===== src/hdl/i2cmbe_pkg.sv =====
// shared types and constants for the i2c master bit engine
package i2cmbe_pkg;

    localparam int BITS_PER_BYTE = 8;
    localparam int BIT_CNT_W     = 4;

    typedef enum logic [2:0] {
        OP_NONE  = 3'd0,
        OP_START = 3'd1,
        OP_STOP  = 3'd2,
        OP_WRITE = 3'd3,
        OP_READ  = 3'd4,
        OP_ACK   = 3'd5
    } op_t;

    typedef struct packed {
        logic [2:0] opcode;
        logic [7:0] write_data;
        logic       ack_level;
        logic       sda_in;
    } item_t;

    typedef struct packed {
        logic       scl_level;
        logic       sda_level;
        logic       busy_res;
        logic       done_res;
        logic [7:0] read_data;
        logic       ack_seen;
    } result_t;

endpackage


===== src/hdl/i2c_master_bit_engine_unit.sv =====
// top level of the i2c master bit engine: input and result registers around the sequencer
//
// Each accepted item is one tick of the bus timebase and yields exactly one result item
// with the scl/sda line states for that tick, busy and done flags, the last read byte and
// the last write's ack sample. One item is taken per clock cycle while m_ready keeps up;
// items pass the input register and then the result register, and the sequencer step
// between them is a single pass that updates the line state once per item. A stalled
// result holds in the output register while the input register can still take an item.
module i2c_master_bit_engine_unit import i2cmbe_pkg::*; (
    input  logic       aclk,
    input  logic       aresetn,
    input  logic       s_valid,
    output logic       s_ready,
    input  logic [2:0] s_opcode,
    input  logic [7:0] s_write_data,
    input  logic       s_ack_level,
    input  logic       s_sda_in,
    output logic       m_valid,
    input  logic       m_ready,
    output logic       m_scl_level,
    output logic       m_sda_level,
    output logic       m_busy_res,
    output logic       m_done_res,
    output logic [7:0] m_read_data,
    output logic       m_ack_seen
);

    logic    in_valid_reg, in_valid_next;
    item_t   in_item_reg;
    logic    out_valid_reg, out_valid_next;
    result_t out_res_reg;
    result_t step_res;
    logic    advance, fire, take;

    assign advance = !out_valid_reg || m_ready;
    assign fire    = in_valid_reg && advance;
    assign s_ready = !in_valid_reg || advance;
    assign take    = s_valid && s_ready;

    assign in_valid_next  = take ? 1'b1 : (fire ? 1'b0 : in_valid_reg);
    assign out_valid_next = fire ? 1'b1 : (m_ready ? 1'b0 : out_valid_reg);

    i2cmbe_seq u_seq (
        .aclk    (aclk),
        .aresetn (aresetn),
        .step_en (fire),
        .item    (in_item_reg),
        .res     (step_res)
    );

    always_ff @(posedge aclk) begin
        if (!aresetn) begin
            in_valid_reg  <= 1'b0;
            out_valid_reg <= 1'b0;
        end else begin
            in_valid_reg  <= in_valid_next;
            out_valid_reg <= out_valid_next;
        end
    end

    always_ff @(posedge aclk) begin
        if (take) begin
            in_item_reg.opcode     <= s_opcode;
            in_item_reg.write_data <= s_write_data;
            in_item_reg.ack_level  <= s_ack_level;
            in_item_reg.sda_in     <= s_sda_in;
        end
        if (fire) begin
            out_res_reg <= step_res;
        end
    end

    assign m_valid     = out_valid_reg;
    assign m_scl_level = out_res_reg.scl_level;
    assign m_sda_level = out_res_reg.sda_level;
    assign m_busy_res  = out_res_reg.busy_res;
    assign m_done_res  = out_res_reg.done_res;
    assign m_read_data = out_res_reg.read_data;
    assign m_ack_seen  = out_res_reg.ack_seen;

endmodule


===== src/hdl/i2cmbe_seq.sv =====
// line sequencer state and per-tick step logic
module i2cmbe_seq import i2cmbe_pkg::*; (
    input  logic    aclk,
    input  logic    aresetn,
    input  logic    step_en,
    input  item_t   item,
    output result_t res
);

    op_t                  cmd_reg,   cmd_next;
    logic [1:0]           phase_reg, phase_next;
    logic [BIT_CNT_W-1:0] bcnt_reg,  bcnt_next;
    logic [7:0]           shift_reg, shift_next;
    logic                 scl_reg,   scl_next;
    logic                 sda_reg,   sda_next;
    logic                 ack_reg,   ack_next;
    logic [7:0]           rd_reg,    rd_next;
    logic                 o_scl, o_sda, done;
    op_t                  op_in;
    logic                 op_valid;

    assign op_in    = op_t'(item.opcode);
    assign op_valid = (item.opcode >= 3'(OP_START)) && (item.opcode <= 3'(OP_ACK));

    always_comb begin
        cmd_next   = cmd_reg;
        phase_next = phase_reg;
        bcnt_next  = bcnt_reg;
        shift_next = shift_reg;
        scl_next   = scl_reg;
        sda_next   = sda_reg;
        ack_next   = ack_reg;
        rd_next    = rd_reg;
        done       = 1'b0;

        // new command only when idle
        if (cmd_reg == OP_NONE && op_valid) begin
            cmd_next   = op_in;
            phase_next = 2'd0;
            bcnt_next  = '0;
            if (op_in == OP_WRITE) begin
                shift_next = item.write_data;
            end else if (op_in == OP_READ) begin
                shift_next = 8'h00;
            end
        end

        o_scl = scl_next;
        o_sda = sda_next;

        unique case (cmd_next)
            OP_START: begin
                if (phase_next == 2'd0) begin
                    scl_next = 1'b1;
                    sda_next = 1'b1;
                end else if (phase_next == 2'd1) begin
                    sda_next = 1'b0;
                end else begin
                    scl_next = 1'b0;
                    done     = 1'b1;
                end
                o_scl      = scl_next;
                o_sda      = sda_next;
                phase_next = 2'(phase_next + 2'd1);
            end
            OP_STOP: begin
                if (phase_next == 2'd0) begin
                    sda_next = 1'b0;
                end else if (phase_next == 2'd1) begin
                    scl_next = 1'b1;
                end else begin
                    sda_next = 1'b1;
                    done     = 1'b1;
                end
                o_scl      = scl_next;
                o_sda      = sda_next;
                phase_next = 2'(phase_next + 2'd1);
            end
            OP_ACK: begin
                if (phase_next == 2'd0) begin
                    sda_next = item.ack_level;
                end else if (phase_next == 2'd1) begin
                    scl_next = 1'b1;
                end else begin
                    scl_next = 1'b0;
                    done     = 1'b1;
                end
                o_scl      = scl_next;
                o_sda      = sda_next;
                phase_next = 2'(phase_next + 2'd1);
            end
            OP_WRITE: begin
                if (bcnt_next < BIT_CNT_W'(BITS_PER_BYTE)) begin
                    if (phase_next == 2'd0) begin
                        sda_next   = shift_next[7];
                        o_scl      = scl_next;
                        o_sda      = sda_next;
                        phase_next = 2'd1;
                    end else begin
                        o_scl      = 1'b1;
                        o_sda      = sda_next;
                        scl_next   = 1'b0;
                        shift_next = {shift_next[6:0], 1'b0};
                        bcnt_next  = BIT_CNT_W'(bcnt_next + 1'b1);
                        phase_next = 2'd0;
                    end
                end else begin
                    if (phase_next == 2'd0) begin
                        sda_next   = 1'b1;
                        o_scl      = scl_next;
                        o_sda      = sda_next;
                        phase_next = 2'd1;
                    end else begin
                        // ack slot, sample while scl is high
                        o_scl    = 1'b1;
                        o_sda    = sda_next;
                        ack_next = item.sda_in;
                        scl_next = 1'b0;
                        done     = 1'b1;
                    end
                end
            end
            OP_READ: begin
                if (phase_next == 2'd0) begin
                    sda_next   = 1'b1;
                    phase_next = 2'd1;
                end else if (phase_next == 2'd1) begin
                    scl_next   = 1'b1;
                    shift_next = {shift_next[6:0], item.sda_in};
                    phase_next = 2'd2;
                end else begin
                    scl_next   = 1'b0;
                    phase_next = 2'd0;
                    bcnt_next  = BIT_CNT_W'(bcnt_next + 1'b1);
                    if (bcnt_next >= BIT_CNT_W'(BITS_PER_BYTE)) begin
                        rd_next = shift_next;
                        done    = 1'b1;
                    end
                end
                o_scl = scl_next;
                o_sda = sda_next;
            end
            default: begin
            end
        endcase

        if (done) begin
            cmd_next   = OP_NONE;
            phase_next = 2'd0;
            bcnt_next  = '0;
        end
    end

    always_ff @(posedge aclk) begin
        if (!aresetn) begin
            cmd_reg   <= OP_NONE;
            phase_reg <= 2'd0;
            bcnt_reg  <= '0;
            shift_reg <= 8'h00;
            scl_reg   <= 1'b1;
            sda_reg   <= 1'b1;
            ack_reg   <= 1'b1;
            rd_reg    <= 8'h00;
        end else if (step_en) begin
            cmd_reg   <= cmd_next;
            phase_reg <= phase_next;
            bcnt_reg  <= bcnt_next;
            shift_reg <= shift_next;
            scl_reg   <= scl_next;
            sda_reg   <= sda_next;
            ack_reg   <= ack_next;
            rd_reg    <= rd_next;
        end
    end

    always_comb begin
        res.scl_level = o_scl;
        res.sda_level = o_sda;
        res.busy_res  = (cmd_next != OP_NONE);
        res.done_res  = done;
        res.read_data = rd_next;
        res.ack_seen  = ack_next;
    end

endmodule


===== config.mk =====
export PLATFORM = sky130hd
export DESIGN_NAME = i2c_master_bit_engine_unit
export DESIGN_NICKNAME = d
export VERILOG_FILES = /design/src/hdl/i2cmbe_pkg.sv /design/src/hdl/i2c_master_bit_engine_unit.sv /design/src/hdl/i2cmbe_seq.sv
export SDC_FILE = /design/constraint.sdc
export NUM_CORES = 1
export LEC_CHECK = 0
export BUFFER_PORTS_ARGS = -buffer_cell sky130_fd_sc_hd__buf_2
export CAP_MARGIN = 25
export CORE_MARGIN = 1
export CORE_UTILIZATION = 45
export CTS_CLUSTER_DIAMETER = 200
export DETAILED_ROUTE_END_ITERATION = 10
export GPL_TIMING_DRIVEN = 0
export SLEW_MARGIN = 20
export SYNTH_ARGS = -nofsm -noshare
export SYNTH_HDL_FRONTEND = slang
export SYNTH_SLANG_ARGS = --single-unit
export TNS_END_PERCENT = 10

===== constraint.sdc =====
create_clock -name aclk -period 3.8 [get_ports aclk]
set_clock_uncertainty 0.15 [all_clocks]
set_input_delay 0.57 -clock aclk [delete_from_list [all_inputs] [get_ports aclk]]
set_output_delay 0.57 -clock aclk [all_outputs]
set_load 0.1 [all_outputs]

# Word-level counts from Yosys, hierarchy flattened
# Index checks and enable logic that the tools add are counted.
word_totals:
  ff_bits: 56
  inputBits: 17
  output_inout_bits: 15
  elab_cells: 115
classes:
  n_addsub: 2
  magnitude_cmp: 4
  eq_ne: 9
  muxes: 63
  reduce_logical: 17
ops:
  columns: ["op", "n"]
  rows:
  - ["$mux W8", 11]
  - ["$mux W1", 31]
  - ["$mux W4", 6]
  - ["$pmux W8 S2", 1]
  - ["$mux W2", 6]
  - ["$eq A3 B2 Y1 const B", 3]
  - ["$eq A3 B3 Y1 const B", 3]
  - ["$pmux W1 S4", 2]
  - ["$pmux W4 S2", 1]
  - ["$mux W3", 2]
  - ["$pmux W2 S3", 1]
  - ["$pmux W1 S5", 1]
  - ["$add A4 B1 Y4 const B", 1]
  - ["$ge A4 B4 Y1 const B", 1]
  - ["$logic_and A1 B1 Y1", 4]
  - ["$lt A4 B4 Y1 const B", 1]
  - ["$reduce_bool A2 Y1", 2]
  - ["$reduce_bool A4 Y1", 1]
  - ["$eq A3 B1 Y1 const B", 1]
  - ["$ge A3 B1 Y1 const B", 1]
  - ["$le A3 B3 Y1 const B", 1]
  - ["$logic_not A3 Y1", 1]
  - ["$pmux W1 S3", 1]
  - ["$reduce_and A3 Y1", 1]
  - ["9 further kinds", 11]

# Longest topological paths before layout
# Gate-level depths: netlist of the first run.
depth:
  depth_word: 12
  ltp_mapped: 12
  mapped_depth_nobuf: 10

# Cells and area by module
# A second synthesis of the first run with hierarchy kept.
hier_totals:
  hier_cells: 302
  hier_area_um2: 2974.1
modules_own_cells:
  columns: ["module", "instances", "cells_each", "area_each_um2", "seq_area_each_um2"]
  rows:
  - ["i2cmbe_seq", 1, 267, 2089.5, 560.5]
  - ["i2c_master_bit_engine_unit", 1, 35, 884.6, 820.8]

# Worst setup path after synthesis of the first run
# OpenSTA, ideal clock, no wires.
synth_path:
  kind: "register to register"
  startpoint: "register in_item_reg[10] in the netlist's numbering"
  endpoint: "register out_res_reg, in the netlist m_read_data[7] (data pin)"
  setup_ns: 0.263
  arrival_time_ns: 2.557
  required_ns: 3.387
  path_slack_ns: 0.830
  path_stages_with_launch: 8
  path_buffers: 0
  synth_period_minus_slack_ns: 2.970
  cell_sequence: "edfxtp_1 > or3_1 > nand3_1 > nand2_1 > ha_1 > a211o_1 > nor4_4 > mux2_2"
synth_rtl:
  columns: ["item", "line", "source"]
  rows:
  - ["start: declaration", "i2c_master_bit_engine_unit.sv:29", "item_t in_item_reg;"]
  - ["end signal: assignment", "i2c_master_bit_engine_unit.sv:69", "out_res_reg <= step_res;"]
  - ["end: declaration", "i2c_master_bit_engine_unit.sv:31", "result_t out_res_reg;"]

==> qor.yml, run 1 <==
outcome:
  outcome: "completed"
timing:
  rsz0062_at_grt: "yes"
  fin_crit_ps: 3660
  postLayoutSetupSlackWorst_ps: 141
  tightest_slew_ps: 635
  whs_ps: 273
  slew_viol_final: 0
  maxSlewHeadroom: 0.574
  finalHoldViolCount: 0
  period_share: 0.963
  setup_viol: 0
  max_freq_ghz: 0.273
  tns_ps: 0
floorplan:
  core_um2: 5990
  die_w_um: 81.4
  dieHeight_um: 81.4
  fp-row-count: 28
  start_util: 0.474
  dieArea_um2: 6630
  ios: 32
place:
  dpl.hpwl_um: 4800
  gp_congestion: 0.916
  io_buffers: 31
  dp_slack_ps: 167
  dp_cells: 403
setup_path:
  worstPathArrival_ps: 3590
  timing.rr.end: "m_ack_seen$_DFFE_PP_"
  worst_path_most_repeated_cell: "clkbuf_1"
  r2r_cells: 9
  crit_end: "m_ack_seen$_DFFE_PP_"
  r2r_slack_ps: 140
  startpoint: "u_seq.cmd_reg[1]$_SDFFE_PN0P_"
  crit_fanout: 10
  cp.required_ps: 3730
  path_cells: "nor3_1, nand3_1, nand2_1, ha_1, clkbuf_1, clkbuf_1, clkbuf_1, nor2_1, mux2_2"
  crit_path_start_kind: "flop"
  critPathMaxStageDelay_ps: 460
  critPathSlowestCell: "clkbuf_1"
  critPathKind: "reg -> reg"
  r2r_start: "u_seq.cmd_reg[1]$_SDFFE_PN0P_"
  cp-end-kind: "flop"
pwr:
  powerDensity_nw_per_um2: 379
  power.leakage_nw: 1.19
  vdd_drop_max_v: 0.000231
  finalPower_w: 0.00121
layout:
  nets: 355
  instances_no_fill: 411
  antennaDiodeCount: 0
  final_common_cell: "nand2_1"
  largest_reg_flops: 13
  syn2layout_area_growth_pct: 12.3
  layout_common_cells: "nand2_1, buf_2, dfxtp_1, a21oi_1, edfxtp_1"
  layout-drive-gt1-share: 0.164
yosys:
  async_flop_share: 0
  synth.net_count: 317
  syn_inst: 297
  yosys_warnings: 0
  ys_ff_latch: 56
  synth_top_cell_by_area: "edfxtp_1"
  synth-edff-count: 26
  ys.flop_type: "dfxtp_1"
  synth_cell_types: 51
  synth_top_area_share: 0.275
  netlist_area_um2: 2840
  avgSynthCellArea_um2: 9.56
  synth-seq-area-share: 0.486
  synth_area_leaders: "edfxtp_1, dfxtp_1, a21oi_1, nand2_1, mux2i_1"
routing:
  drtAntennaViolNets: 0
  drt-pass1-iter-count: 5
  wl_per_cell_um: 16.2
  drtIter0Drc: 249
  avgViaCountPerCell: 5.89
  post-route-drc-count: 0
  num_vias: 2420
  finalWirelength_um: 6660
global_route:
  grt_pass1_wl_um: 10900
  antenna_found_initial: 0
  grt_overflow_total: 0
  grt_usage: 0.221
  grt_max_degree: 23
  grt_pass1_vias: 2175
job:
  drv.max_cap_violation_count: 0
clock_tree:
  clk_pin_slew_ps: 110
  cts_buffers: 5
  insertion_delay_ps: 320
  tritoncts: "built"
  clockRootBuffer: "clkbuf_8"
  cts.sinks: 56
  cts_buffer_depth: 2
  ctsHoldBuffers: 0
  htreeDepth: 2
worst_hold_path:
  min_from: "s_write_data[2]"
  hp-class: "in -> reg"
metal layers:
layer	vias up	global-route usage	share of wire	routed length, µm
met2	84	0.322	0.42	2760
met1	1145	0.326	0.50	3340
met3	11	0.0433	0.064	426
li1	1180	-	-	-
met4	0	0.0661	0.019	127
met5	-	0	0	0
worst min-delay path by stage:
stage | to | depth (start not counted) | slack (ps)
6_report | in_item_reg[4]$_DFFE_PP_ | 1 | 270
5_1_grt | in_item_reg[3]$_DFFE_PP_ | 1 | 260
4_1_cts | in_item_reg[5]$_DFFE_PP_ | 1 | 270
3_5_place_dp | u_seq.rd_reg[1]$_SDFFE_PN0P_ | 2 | 300
3_3_place_gp | u_seq.rd_reg[6]$_SDFFE_PN0P_ | 2 | 290
2_1_floorplan | u_seq.rd_reg[0]$_SDFFE_PN0P_ | 2 | 280
what timing repair did:
item | 4_1_cts | 5_1_grt
gates resized for setup | 0 | 1
setup endpoints to repair | 0 | 8
buffers inserted | 0 | 0
layout make-up:
type                       instances  area, µm²
sequential                        56       1380
clock buffer                       5       68.8
clock inverter                     3       27.5
inverter                           8       30.0
buffer                            18       75.1
timing repair buffer              31        155
fill                             574       2800
tap                               75       93.8
multi-input combinational        215       1360
worst max-delay path: cells and delay by family, from the launching register on:
family	cells	cell delay [ps]
multiplexers	1	300
AND/OR/NAND/NOR	4	1220
adder cells (fa/ha/maj)	1	160
buffers and inverters	3	1220
flip-flops	1	360
synth_stat cells, types with 3 or more instances:
master,instances
nand2_1,35
dfxtp_1,30
a21oi_1,28
edfxtp_1,26
o21ai_0,23
nor2_1,16
clkbuf_1,14
nand3_1,13
mux2i_1,12
mux2_2,9
a22o_1,8
inv_1,6
nor3b_1,6
nor2b_1,5
nor3_1,5
and2_1,4
o211ai_1,4
a2111oi_0,3
a21o_1,3
a31oi_1,3
buf_2,3
ha_1,3
stage by stage:
step	instance area [µm²]	util
floorplan	2840	-
global placement	3090	0.516
global route	3190	0.532
detailed placement	3090	0.516
finish	3190	0.532
CTS	3190	0.532
cell families (layout without fill, tap and decap cells):
family / Yosys count / count (layout) / synth area share
mux: 21 / 21 / 0.0780
simple gates: 96 / 96 / 0.170
xor+xnor: 2 / 2 / 0.00617
fa+ha+maj: 3 / 3 / 0.0132
buf+inv: 26 / 65 / 0.0370
flops: 56 / 56 / 0.486
compound gates: 93 / 93 / 0.209
where the power goes:
| part | switching (W) | internal, W |
|---|---|---|
| Sequential | 0.0000115 | 0.000653 |
| Clock | 0.000210 | 0.000136 |
| Combinational | 0.000146 | 0.0000544 |
(Power assumes the default switching activity.)
==> run 2: changes to the inputs <==
--- a/config.mk
+++ b/config.mk
@@ -5,6 +5,7 @@
 export SDC_FILE = /design/constraint.sdc
 export NUM_CORES = 1
 export LEC_CHECK = 0
+export ABC_AREA = 1
 export BUFFER_PORTS_ARGS = -buffer_cell sky130_fd_sc_hd__buf_2
 export CAP_MARGIN = 25
 export CORE_MARGIN = 1
==> qor.yml, run 2 <==
outcome:
  outcome: "completed"
clock_tree:
  cts_buffer_depth: 2  # unchanged
  clk_pin_slew_ps: 110  # about the same
  cts_buffers: 5  # unchanged
  cts.sinks: 56  # unchanged
  post_cts_buffers: 0  # unchanged
  ctsResizeCount: 0  # unchanged
  clockRootBuffer: "clkbuf_8"
  tritoncts: "built"
  insertion_delay_ps: 320  # about the same
  ctsHoldBuffers: 0  # unchanged
  htreeDepth: 2  # unchanged
setup_path:
  crit_path_start_kind: "flop"
  critPathSlowestCell: "edfxtp_1"
  crit_cells: 13  # +4
  path_cells: "nand2_1, inv_1, nor2_1, nand2_1, nand2_1, ha_1, clkbuf_1, inv_1, nor2_1, nand3_1, nand3_1, nand2_1, or2_1"
  path_buf_inv: 3  # unchanged
  r2r_cells: 13  # +4
  critPathKind: "reg -> reg"
  cp-end-kind: "flop"
  cp.required_ps: 3730  # about the same
  worstPathArrival_ps: 2700  # -890 ps
  crit_family: "simple AND/OR/NAND/NOR gates"
  worst_path_most_repeated_cell: "nand2_1"
  critPathMaxStageDelay_ps: 480  # +20 ps
  crit_fanout: 8  # -2
floorplan:
  dieArea_um2: 6780  # +2.2%
  fp-row-count: 28  # unchanged
  ios: 32  # unchanged
  dieHeight_um: 82.3  # +1.1%
  die_w_um: 82.3  # +1.1%
  start_util: 0.479  # +0.00505
  core_um2: 6060  # +1.2%
place:
  dp_cells: 476  # +18%
  dp_slack_ps: 1080  # +909 ps
  dpl.hpwl_um: 4710  # -1.7%
  gp_congestion: 0.911  # -0.50%
  io_buffers: 31  # unchanged
  placement.cell_area_um2: 3170  # +2.6%
yosys:
  synth-seq-area-share: 0.476  # -0.0107
  ys.flop_type: "dfxtp_1"
  synth.net_count: 389  # +23%
  synth_cell_types: 32  # -37%
  synth_common_cells: "nand2_1, inv_1, a21oi_1, dfxtp_1, nor2_1"
  yosysMostFrequentCell: "nand2_1"
  syn_inst: 369  # +24%
  synth_area_leaders: "edfxtp_1, dfxtp_1, nand2_1, inv_1, a21oi_1"
  avgSynthCellArea_um2: 7.87  # -18%
  synth_top_area_share: 0.269  # -0.00604
  ys_ff_latch: 56  # unchanged
  netlist_area_um2: 2900  # +2.2%
  async_flop_share: 0  # unchanged
  synth-edff-count: 26  # unchanged
  synth_top_cell_by_area: "edfxtp_1"
  yosys_warnings: 0  # unchanged
routing:
  wl_per_cell_um: 12.8  # -21%
  post-route-drc-count: 0  # unchanged
  finalWirelength_um: 6200  # -6.8%
  drtIter0Drc: 144  # -42%
  num_vias: 2404  # -0.66%
  drt-pass1-iter-count: 4  # -1
  drtAntennaViolNets: 0  # unchanged
  avgViaCountPerCell: 4.97  # -16%
layout:
  antennaDiodeCount: 0  # unchanged
  layout_common_cells: "nand2_1, inv_1, buf_2, a21oi_1, dfxtp_1"
  post-route-cell-area_um2: 3260  # +2.3%
  syn2layout_area_growth_pct: 12.4  # about the same
  multi_input_area_um2: 1230  # -9.4%
  utilization: 0.538  # +0.00603
  instances_no_fill: 484  # +18%
  final_common_cell: "nand2_1"
  seqCellArea_um2: 1380  # unchanged
  largest_reg_flops: 13  # unchanged
  layout-drive-gt1-share: 0.164  # about the same
  fill_cells: 607  # +5.7%
  nets: 428  # +21%
timing:
  rsz0062_at_grt: "no"
  period_share: 0.728  # -0.235
  setup_viol: 0  # unchanged
  maxSlewHeadroom: 0.566  # -0.00740
  tns_ps: 0  # unchanged
  max_freq_ghz: 0.362  # +32%
  slew_viol_final: 0  # unchanged
  finalHoldViolCount: 0  # unchanged
  tightest_slew_ps: 645  # +10.4 ps
  postLayoutSetupSlackWorst_ps: 1030  # +893 ps
  fin_crit_ps: 2770  # -893 ps
global_route:
  grt_max_degree: 20  # -13%
  grt_pass1_vias: 2173  # -0.092%
  antenna_found_initial: 0  # unchanged
  grt_usage: 0.210  # -0.0101
  grt_overflow_total: 0  # unchanged
  grt_pass1_wl_um: 10500  # -3.2%
pwr:
  powerDensity_nw_per_um2: 396  # +4.5%
  vdd_drop_max_v: 0.000217  # -6.0%
  power.leakage_nw: 1.47  # +24%
job:
  drv.max_cap_violation_count: 0  # unchanged
worst_hold_path:
  hp-class: "in -> reg"
  hold_depth: 1  # unchanged
[run 2: cell types whose count changed in the layout (fill, tap and decap cells not counted), sizes merged, moves of 4 or more]
cell	before	now
inv	7	65
and2	4	0
clkbuf	19	12
a22o	8	0
o21ai	25	38
nor3b	6	0
mux2	9	0
nand3	13	24
nor2b	5	0
mux2i	12	0
nor2	16	34
nand2	35	86
[run 2: final timing paths]
kind | slack [ps] | from | to
setup / recovery | 1030 | in_item_reg[12]$_DFFE_PP_ | m_sda_level$_DFFE_PP_
hold / removal | 270 | s_ack_level | in_item_reg[1]$_DFFE_PP_
setup reg to reg | 1030 | in_item_reg[12]$_DFFE_PP_ | m_sda_level$_DFFE_PP_
hold reg to reg | 330 | u_seq.bcnt_reg[2]$_SDFFE_PN0P_ | u_seq.bcnt_reg[2]$_SDFFE_PN0P_
[run 2: stage by stage]
stage,hold WS (ps),power (W)
6_report,272,0.00129
5_1_grt,251,0.00136
4_1_cts,261,0.00130
3_5_place_dp,304,0.000960
3_3_place_gp,303,0.000954
2_1_floorplan,291,0.000899
[run 2: power breakdown]
| part | leakage [nW] | internal, W | switching (W) |
|---|---|---|---|
| registers | 0.495 | 0.000669 | 0.0000139 |
| clock network | 0.0423 | 0.000135 | 0.000211 |
| logic | 0.933 | 0.0000694 | 0.000195 |
[run 2: logic make-up (layout without fill, tap and decap cells)]
family	after synthesis	after routing	synth area share
compound gates	83	83	0.163
xor+xnor	1	1	0.00302
fa+ha+maj	3	3	0.0129
buf+inv	74	114	0.101
flops	56	56	0.476
simple gates	152	152	0.245
[run 2: layout make-up]
cell class                 instances  area share
sequential                        56       0.423
inverter                          65      0.0748
multi-input combinational        239       0.377
buffer                             9      0.0150
timing repair buffer              32      0.0521
clock buffer                       5      0.0211
clock inverter                     3     0.00805
tap                               75      0.0288
[run 2: metal layers]
layer,track usage,vias up,routed length [µm]
li1,-,1287,-
met1,0.301,1060,3160
met2,0.321,55,2740
met3,0.0396,2,262
met4,0.0614,0,33
met5,0,-,0
